--- config.mk ---
export PLATFORM = sky130hd
export DESIGN_NAME = srt_cell
export DESIGN_NICKNAME = d
export VERILOG_FILES = /design/src/hdl/srt_pkg.sv /design/src/hdl/srt_cell.sv
export SDC_FILE = /design/constraint.sdc
export NUM_CORES = 1
export LEC_CHECK = 0
export BUFFER_PORTS_ARGS = -buffer_cell sky130_fd_sc_hd__buf_2
export CORE_AREA = 3 3 454 456
export CTS_CLUSTER_SIZE = 10
export DETAILED_ROUTE_END_ITERATION = 12
export DIE_AREA = 0 0 457 459
export GPL_ROUTABILITY_DRIVEN = 0
export GPL_TIMING_DRIVEN = 1
export PLACE_DENSITY = 0.3
export SLEW_MARGIN = 10
export SYNTH_ARGS = -nofsm -noshare
export SYNTH_HDL_FRONTEND = slang
export SYNTH_SLANG_ARGS = --single-unit
--- constraint.sdc ---
create_clock -name clock -period 14.75 [get_ports clock]
set_input_delay 1.475 -clock clock [delete_from_list [all_inputs] [get_ports clock]]
set_output_delay 1.475 -clock clock [all_outputs]
set_load 0.05 [all_outputs]
--- src/hdl/srt_pkg.sv ---
// Shared types, constants and helpers for the service registry table.
package srt_pkg;

   localparam int ENTRIES    = 256;
   localparam int NAME_BYTES = 32;
   localparam int IDX_W      = $clog2(ENTRIES);
   localparam int CNT_W      = $clog2(ENTRIES + 1);
   localparam int NAME_W     = 256;

   typedef enum logic [1:0] {
      OP_ADD    = 2'd0,
      OP_LOOKUP = 2'd1,
      OP_REMOVE = 2'd2,
      OP_NONE   = 2'd3
   } op_type;

   typedef enum logic [2:0] {
      ST_OK       = 3'd0,
      ST_INVAL    = 3'd1,
      ST_EXISTS   = 3'd2,
      ST_NOSPACE  = 3'd3,
      ST_NOTFOUND = 3'd4
   } status_type;

   typedef struct packed {
      logic [1:0]  opcode;
      logic [63:0] name_word0;
      logic [63:0] name_word1;
      logic [63:0] name_word2;
      logic [63:0] name_word3;
      logic [31:0] version;
      logic [31:0] svc_id;
      logic [31:0] xport_flags;
      logic [31:0] endpoint;
      logic        endpoint_valid;
      logic        exact_mode;
   } req_type;

   typedef struct packed {
      logic [2:0]  status;
      logic [31:0] found_svc_id;
      logic [31:0] found_version;
      logic [31:0] found_flags;
      logic [31:0] found_endpoint;
   } rsp_type;

   // one table entry as it travels along the cell chain
   typedef struct packed {
      logic              used;
      logic [NAME_W-1:0] name;
      logic [31:0]       version;
      logic [31:0]       svc_id;
      logic [31:0]       flags;
      logic [31:0]       endpoint;
   } entry_type;

   // command from the controller to each cell; rotate is the same for every cell
   typedef struct packed {
      logic              rotate;
      logic              write;
      logic              clear;
   } cell_ctl_type;

   function automatic logic [NAME_W-1:0] normalize(input logic [NAME_W-1:0] raw);
      logic [NAME_W-1:0] key;
      logic              live;
      key  = '0;
      live = 1'b1;
      for (int b = 0; b < NAME_BYTES - 1; b++) begin
         if (raw[8*b +: 8] == 8'd0) live = 1'b0;
         if (live) key[8*b +: 8] = raw[8*b +: 8];
      end
      return key;
   endfunction

endpackage

--- src/hdl/srt_cell.sv ---
// One table cell: holds an entry and passes it to its neighbor on rotate.
module srt_cell
   import srt_pkg::*;
(
   input  logic         clock,
   input  logic         reset,
   input  cell_ctl_type ctl,
   input  entry_type    prev_entry,
   input  entry_type    wr_entry,
   output entry_type    entry
);
   entry_type entry_ff, entry_in;

   always_comb begin
      entry_in = entry_ff;
      if (ctl.rotate) begin
         entry_in = prev_entry;
      end
      if (ctl.write) begin
         entry_in = wr_entry;
      end
      if (ctl.clear) begin
         entry_in.used = 1'b0;
      end
   end

   always_ff @(posedge clock) begin
      entry_ff <= entry_in;
      if (reset) begin
         entry_ff.used <= 1'b0;
      end
   end

   assign entry = entry_ff;
endmodule

==> results of run 1 <==
[per-stage QoR]
| stage | worst slack [ns] | utilization [%] | total power [mW] | instances |
|---|---|---|---|---|
| 4_1_cts | 10.83 | 13.3 | 3.57 | 4705 |
| 3_5_place_dp | 10.04 | 12.5 | 2.28 | 4613 |
| 3_3_place_gp | 10.02 | 12.5 | 2.28 | 4613 |
| 6_report | 10.77 | 13.3 | 3.47 | 4745 |
| 5_1_grt | 10.66 | 13.3 | 3.63 | 4720 |
| 2_1_floorplan | 7.71 | - | 1.97 | 817 |
[critical path, delay by kind of cell]
family,cells,cell delay (ns)
buffers and inverters,3,1.54
and+or+nand+nor,1,0.72
[synth_stat cells]
cell type / instances
or2_2: 1
nor2b_1: 1
mux2_1: 2
buf_6: 38
edfxtp_1: 384
dfxtp_1: 1
buf_2: 5
inv_1: 1
mux2i_1: 1
mux2_2: 382
a2111oi_4: 1
[metal layers]
metal,track usage [%],routed length [um],vias to the layer above
met5,0,615,-
met4,3.07,3410,94
met3,6.63,16100,255
met2,17.8,54300,945
met1,10.4,39300,6063
li1,-,-,5664
[cell families after synthesis]
family	after synthesis	synth area share, %
buffers and inverters	44	2.79
AO/OA/AOI/OAI	1	0.168
AND/OR/NAND/NOR	2	0.0764
multiplexers	385	26.5
flip-flops	385	70.5
[power groups by stage]
stage               Combinational [mW]  Sequential, mW  Clock [mW]
finish                           0.852            1.38        1.23
global route                     0.893            1.40        1.34
CTS                              0.872            1.39        1.31
detailed placement               0.870            1.41           0
global placement                 0.874            1.41           0
floorplan                        0.128            1.84           0
[how the worst min path moves through the flow]
stage                    start          to  depth (start not counted)
floorplan           entry[384]  entry[384]                          2
CTS                      reset  entry[384]                          2
finish              entry[384]  entry[384]                          2
global placement    entry[384]  entry[384]                          2
detailed placement  entry[384]  entry[384]                          2
global route        entry[384]  entry[384]                          2
[cell type report]
| cell class | count | area share, % |
|---|---|---|
| flip-flops and latches | 385 | 43.0 |
| well taps | 2672 | 12.4 |
| clock inverters | 27 | 0.735 |
| diodes | 40 | 0.372 |
| repair buffers | 1167 | 22.0 |
| clock buffers | 65 | 5.18 |
| inverters | 1 | 0.0140 |
| multi-input cells | 388 | 16.3 |
==> flow_metrics.env, run 1 <==
export IMPL_drt_pre_antenna_iters=6
export IMPL_die_y_um=459
export IMPL_crit_chain="buf_8, or2_4, buf_4, buf_12"
export IMPL_synth_nets=1592
export IMPL_p_leak_nw=10.8
export IMPL_cap_violations=0
export IMPL_fin_skew_ns=0
export IMPL_gr_usage_all_layers_pct=10.4
export IMPL_finalHoldViolations=0
export IMPL_period_share_pct=27.0
export IMPL_cts_tree="yes"
export IMPL_synth_seq_cells=385
export IMPL_fin_nets=2772
export IMPL_grt_pass1_wl_um=142000
export IMPL_setup_violations=0
export IMPL_fp_dieW_um=457
export IMPL_cts_made_buffers=54
export IMPL_h_tree_depth=2
export IMPL_tightest_slew_ns=1.10
export IMPL_synth_distinct_cells=11
export IMPL_syn_inst=817
export IMPL_critical_path_class="in -> reg"
export IMPL_timing_fmax_mhz=251
export IMPL_seqPwrFrac_pct=39.9
export IMPL_layout_min_cycle_time_ns=3.98
export IMPL_die_area_um2=210000
export IMPL_avgSynthCellArea_um2=20.1
export IMPL_critPathMaxFanout=127
export IMPL_post_route_cell_area_um2=26900
export IMPL_cts_buffer_depth=3
export IMPL_antenna_found_initial=149
export IMPL_ant_nets=0
export IMPL_maxSlewHeadroom_pct=27.0
export IMPL_max_stage_delay_ns=0.74
export IMPL_dpl_hpwl_um=97000
export IMPL_cts_root_buf="clkbuf_16"
export IMPL_io_pins=1160
export IMPL_slew_violations=0
export IMPL_clk_pin_slew_ns=0.05
export IMPL_p_clk_share_pct=35.5
export IMPL_drt_total_wl_um=114000
export IMPL_largest_register_ff_count=385
export IMPL_first_iter_violations=578
export IMPL_swShare_pct=34.5
export IMPL_reg2reg_to="entry[384]"
export IMPL_drc=0
export IMPL_r2r_start="entry[384]"
export IMPL_cp_end_kind="flip-flop"
export IMPL_hold_path_class="reg -> reg"
export IMPL_seq_area_um2=11600
export IMPL_post_cts_resized=0
export IMPL_port_buffers=1159
export IMPL_final_common_cell="buf_2"
export IMPL_hold_buffers=0
export IMPL_coreArea_um2=202000
export IMPL_p_per_area_nw_per_um2=129
export IMPL_cp_slowest_cell="buf_4"
export IMPL_p_int_mw=2.27
export IMPL_whs_ns=0.922
export IMPL_core_rowCount=165
export IMPL_start_util_pct=8.11
export IMPL_num_vias=13000
export IMPL_ys_top_cells_by_area="edfxtp_1, mux2_2, buf_6"
export IMPL_startpoint_type="input pin"
export IMPL_grt_max_degree=132
export IMPL_synth_top_area_share_pct=70.4
export IMPL_cp_startpoint="ctl[1]"
export IMPL_seq_area_frac_synth_pct=70.5
export IMPL_post_cts_setup_buffers=0
export IMPL_combPwrFrac_pct=24.6
export IMPL_status="completed"
export IMPL_drive_gt1_share_pct=79.6
export IMPL_final_cell_mix="buf_2, edfxtp_1, mux2_2"
export IMPL_fillers=23000
export IMPL_yosys_area_top_type="edfxtp_1"
export IMPL_ys_warn_count=0
export IMPL_ir_worst_vdd_uv=81.9
export IMPL_post_synth_instance_area_um2=16400
export IMPL_cts_sinks=385
export IMPL_post_drt_wl_per_cell_um=24.0
export IMPL_worstPathArrival_ns=4.25
export IMPL_grt_ovfl_total=0
export IMPL_required_ns=15.02
export IMPL_area_growth_pct=64.1
export IMPL_grt_pass1_vias=13700
export IMPL_critical_path_endpoint="entry[325]"
export IMPL_reg2regPathDepth=2
export IMPL_vias_per_cell=2.74
export IMPL_multi_input_area_um2=4380
export IMPL_rsz0062_at_grt="no"
export IMPL_p_sw_mw=1.19
export IMPL_place_area_um2=25200
export IMPL_clkLatencyLatePin_ns=0.66
export IMPL_fin_setup_tns_ns=0
export IMPL_rrSetupSlack_ns=13.64
Power figures use the tool's default switching activity.
==> run 2, diff against run 1 <==
==> constraint.sdc (replaced) <==
create_clock -name clock -period 3.6 [get_ports clock]
set_input_delay 0.36 -clock clock [delete_from_list [all_inputs] [get_ports clock]]
set_output_delay 0.36 -clock clock [all_outputs]
set_load 0.05 [all_outputs]
==> flow_metrics.env, run 2 (same netlist as run 1, synthesis figures left out) <==
export IMPL_status="completed"
export IMPL_critPathBufInv=4
export IMPL_worstPathArrival_ns=2.32
export IMPL_port_buffers=1159
export IMPL_post_drt_wl_per_cell_um=21.6
export IMPL_p_per_area_nw_per_um2=449
export IMPL_setup_violations=0
export IMPL_cp_slowest_cell="dlygate4sd3_1"
export IMPL_grt_pass1_wl_um=151000
export IMPL_ant_nets=0
export IMPL_h_tree_depth=2
export IMPL_critPathMaxFanout=39
export IMPL_cp_end_kind="flip-flop"
export IMPL_clk_pin_slew_ns=0.06
export IMPL_start_util_pct=8.11
export IMPL_cap_violations=0
export IMPL_dpl_hpwl_um=97200
export IMPL_vias_per_cell=2.90
export IMPL_cts_sinks=385
export IMPL_drt_total_wl_um=118000
export IMPL_final_common_cell="buf_2"
export IMPL_critPathTopFamily="buffers and inverters"
export IMPL_drive_gt1_share_pct=59.5
export IMPL_cts_tree="yes"
export IMPL_fillers=22600
export IMPL_fp_dieW_um=457
export IMPL_fin_setup_tns_ns=0
export IMPL_gr_usage_all_layers_pct=10.7
export IMPL_critical_path_class="in -> reg"
export IMPL_cts_buffer_depth=3
export IMPL_rsz0062_at_grt="no"
export IMPL_clkLatencyLatePin_ns=0.65
export IMPL_crit_chain="buf_8, buf_12, buf_4, mux2_2, dlygate4sd3_1"
export IMPL_slew_violations=0
export IMPL_timing_fmax_mhz=520
export IMPL_cts_made_buffers=52
export IMPL_required_ns=4.00
export IMPL_die_y_um=459
export IMPL_period_share_pct=53.4
export IMPL_fin_nets=3477
export IMPL_area_growth_pct=108
export IMPL_largest_register_ff_count=385
export IMPL_final_cell_mix="buf_2, dlygate4sd3_1, edfxtp_1"
export IMPL_io_pins=1160
export IMPL_grt_ovfl_total=0
export IMPL_die_area_um2=210000
export IMPL_whs_ns=0.0568
export IMPL_p_leak_nw=13.9
export IMPL_startpoint_type="input pin"
export IMPL_grt_pass1_vias=17100
export IMPL_layout_min_cycle_time_ns=1.92
export IMPL_core_rowCount=165
export IMPL_post_cts_resized=0
export IMPL_fin_skew_ns=0
export IMPL_antenna_found_initial=124
export IMPL_drc=0
export IMPL_ir_worst_vdd_uv=334
export IMPL_hold_path_class="in -> reg"
export IMPL_num_vias=15800
export IMPL_maxSlewHeadroom_pct=53.6
export IMPL_coreArea_um2=202000
export IMPL_cts_root_buf="clkbuf_16"
export IMPL_grt_max_degree=94
export IMPL_finalHoldViolations=0
export IMPL_first_iter_violations=757
export IMPL_post_cts_setup_buffers=0
export IMPL_drt_pre_antenna_iters=4
export IMPL_tightest_slew_ns=0.696
export IMPL_max_stage_delay_ns=0.56
run 2: cell count changes in the layout (fill, tap and decap cells not counted), moves of 2 or more:
cell and delta:
clkbuf_1 +3, clkinv_4 -3, buf_12 +7, buf_4 +5
diode_2 -16, clkinv_2 +4, inv_6 -2, bufinv_16 +3
inv_16 +2, clkinv_1 -2, dlygate4sd3_1 +695
run 2: timing repair:
item / 4_1_cts / 5_1_grt
hold endpoints to repair: 381 / 0
hold buffers: 695 / 0
setup endpoints to repair: 0 / 0
run 2: area by class of cell:
cell class | instances | area (um^2) | area share (%)
inverter | 1 | 3.75 | 0.0110
timing repair buffer | 1874 | 13100 | 38.3
antenna | 24 | 60.1 | 0.176
sequential | 385 | 11600 | 33.9
clock buffer | 67 | 1380 | 4.05
tap | 2672 | 3340 | 9.82
clock inverter | 28 | 280 | 0.823
multi-input combinational | 388 | 4380 | 12.9
run 2: power breakdown:
group          total, mW  switching (mW)  leakage [nW]  internal, mW
logic               4.29            2.74          9.14          1.55
clock network       5.31            2.26         0.814          3.05
registers           5.68           0.168          3.92          5.51
total               15.3            5.17          13.9          10.1
run 2: path summary, 6_finish.rpt:
| path | start | end | slack, ns | cells after the start |
|---|---|---|---|---|
| min reg2reg | entry[384] | entry[384] | 1.22 | 3 |
| max | ctl[1] | entry[85] | 1.68 | 5 |
| max reg2reg | entry[384] | entry[384] | 2.21 | 3 |
| min | prev_entry[167] | entry[167] | 0.06 | 2 |
run 2: layer usage:
metal / track usage [%] / vias up / part of all wire (%)
li1: - / 7069 / -
met1: 11.1 / 7449 / 36
met2: 18.5 / 972 / 48
met3: 5.95 / 223 / 12
met4: 3.03 / 76 / 2.8
met5: 0 / - / 0.41
run 2: metrics by stage:
step / utilization (%) / cells / power (mW) / setup WS (ns) / instance area, um^2
2_1_floorplan: - / 817 / 8.03 / -0.369 / 16400
3_3_place_gp: 12.6 / 4625 / 9.41 / 1.18 / 25400
3_5_place_dp: 12.6 / 4625 / 9.39 / 1.17 / 25400
4_1_cts: 16.8 / 5415 / 15.7 / 1.61 / 34000
5_1_grt: 16.8 / 5421 / 16.0 / 1.65 / 34000
6_report: 16.8 / 5439 / 15.3 / 1.68 / 34000
run 2: worst register-to-register path, stage by stage, from the launching register on:
cell and delay (ns):
dfxtp_1 0.32, mux2i_1 0.10, a2111oi_4 0.33, dlygate4sd3_1 0.58
==> run 3, diff against run 2 <==
==> constraint.sdc (replaced) <==
create_clock -name clock -period 1.87 [get_ports clock]
set_input_delay 0.187 -clock clock [delete_from_list [all_inputs] [get_ports clock]]
set_output_delay 0.187 -clock clock [all_outputs]
set_load 0.05 [all_outputs]
==> flow_metrics.env, run 3 (same netlist as run 1, synthesis figures left out) <==
export IMPL_status="completed"
export IMPL_drive_gt1_share_pct=58.3
export IMPL_cts_buffer_depth=3
export IMPL_r2r_start="entry[384]"
export IMPL_ant_nets=0
export IMPL_h_tree_depth=2
export IMPL_cap_violations=0
export IMPL_cts_made_buffers=52
export IMPL_num_vias=16200
export IMPL_reg2reg_to="entry[384]"
export IMPL_hold_path_class="in -> reg"
export IMPL_vias_per_cell=2.93
export IMPL_rrSetupSlack_ns=0.46
export IMPL_met3_length_um=16300
export IMPL_maxSlewHeadroom_pct=68.4
export IMPL_grt_ovfl_total=0
export IMPL_rsz0062_at_grt="no"
export IMPL_crit_chain="buf_4"
export IMPL_tightest_slew_ns=0.477
export IMPL_reg2regPathDepth=3
export IMPL_first_iter_violations=598
export IMPL_antenna_found_initial=116
export IMPL_grt_pass1_vias=17700
export IMPL_drt_total_wl_um=120000
export IMPL_fp_dieW_um=457
export IMPL_grt_max_degree=36
export IMPL_min_path_cells=3
export IMPL_port_buffers=1159
export IMPL_die_y_um=459
export IMPL_coreArea_um2=202000
export IMPL_cts_root_buf="clkbuf_16"
export IMPL_cp_startpoint="entry[154]"
export IMPL_die_area_um2=210000
export IMPL_start_util_pct=8.11
export IMPL_p_per_area_nw_per_um2=826
export IMPL_period_share_pct=89.0
export IMPL_cp_end_kind="output pin"
export IMPL_fillers=22600
export IMPL_slew_violations=0
export IMPL_area_growth_pct=114
export IMPL_critical_path_endpoint="entry[154]"
export IMPL_setup_violations=0
export IMPL_crit_cells=1
export IMPL_layout_min_cycle_time_ns=1.66
export IMPL_dpl_hpwl_um=101000
export IMPL_final_common_cell="buf_2"
export IMPL_critPathBufInv=1
export IMPL_drt_pre_antenna_iters=5
export IMPL_core_rowCount=165
export IMPL_multi_input_area_um2=4380
export IMPL_critPathMaxFanout=1
export IMPL_post_cts_setup_buffers=0
export IMPL_largest_register_ff_count=385
export IMPL_final_cell_mix="buf_2, dlygate4sd3_1, edfxtp_1"
export IMPL_grt_pass1_wl_um=155000
export IMPL_io_pins=1160
export IMPL_ir_worst_vdd_uv=561
export IMPL_fin_nets=3588
export IMPL_finalHoldViolations=0
export IMPL_max_stage_delay_ns=0.50
export IMPL_worstPathArrival_ns=1.48
export IMPL_critical_path_class="reg -> out"
export IMPL_whs_ns=0.264
export IMPL_wl_met2_um=57000
export IMPL_fin_skew_ns=0
export IMPL_clkLatencyLatePin_ns=0.66
export IMPL_seq_area_um2=11600
export IMPL_required_ns=1.68
export IMPL_timing_fmax_mhz=601
export IMPL_drc=0
export IMPL_fin_setup_tns_ns=0
export IMPL_post_drt_wl_per_cell_um=21.7
export IMPL_gr_usage_all_layers_pct=11.0
export IMPL_highest_layer="met5"
export IMPL_cts_tree="yes"
export IMPL_drt_met1_wl_um=42400
export IMPL_cp_slowest_cell="edfxtp_1"
export IMPL_critPathTopFamily="flip-flops"
export IMPL_startpoint_type="flip-flop"
export IMPL_post_route_util_pct=17.3
export IMPL_p_leak_nw=14.3
export IMPL_clk_pin_slew_ns=0.06
export IMPL_cts_sinks=385
==> run 3: per-stage QoR <==
stage	setup slack (ns)	std cells	power [mW]	instance area, um^2
2_1_floorplan	-1.93	817	15.5	16400
3_3_place_gp	0.222	4661	18.2	25800
3_5_place_dp	0.221	4661	18.2	25800
4_1_cts	0.0861	5519	29.7	35000
5_1_grt	0.126	5528	30.2	35000
6_report	0.205	5543	28.9	35100
==> run 3: worst min-delay path by stage <==
stage	startpoint	endpoint	slack, ns
after global routing	ctl[0]	entry[384]	0.20
after floorplan	reset	entry[384]	0.25
after global placement	reset	entry[384]	0.38
after CTS	ctl[0]	entry[384]	0.17
after detailed placement	reset	entry[384]	0.38
final	ctl[0]	entry[384]	0.26
==> run 3: power breakdown <==
| group | leakage, nW | switching [mW] | internal, mW |
|---|---|---|---|
| clock network | 0.725 | 4.24 | 5.20 |
| registers | 3.92 | 0.314 | 10.6 |
| logic | 9.68 | 5.38 | 3.21 |
==> run 3: layout make-up <==
type | count | area share, %
Timing Repair Buffer | 1985 | 40.5
Clock inverter | 22 | 0.450
Sequential cell | 385 | 32.9
Clock buffer | 66 | 3.86
Tap cell | 2672 | 9.54
Inverter | 1 | 0.0107
Antenna cell | 24 | 0.171
Multi-Input combinational cell | 388 | 12.5
==> run 3: tightest hold or removal path, delay by kind of cell <==
family | cells | cell delay, ns
buffers and inverters | 2 | 0.64
AO/OA/AOI/OAI | 1 | 0.04
==> run 3: timing repair <==
item / 4_1_cts / 5_1_grt
hold buffers: 770 / 0
gates resized for setup: 1 / 0
hold endpoints to repair: 385 / 0
endpoints found under the setup margin: 1 / 0
==> run 3: per-layer routing <==
| metal | GRT usage [%] | vias to the layer above |
|---|---|---|
| li1 | - | 7282 |
| met1 | 11.2 | 7652 |
| met2 | 18.6 | 953 |
| met3 | 6.28 | 256 |
| met4 | 3.73 | 82 |
| met5 | 0.344 | - |
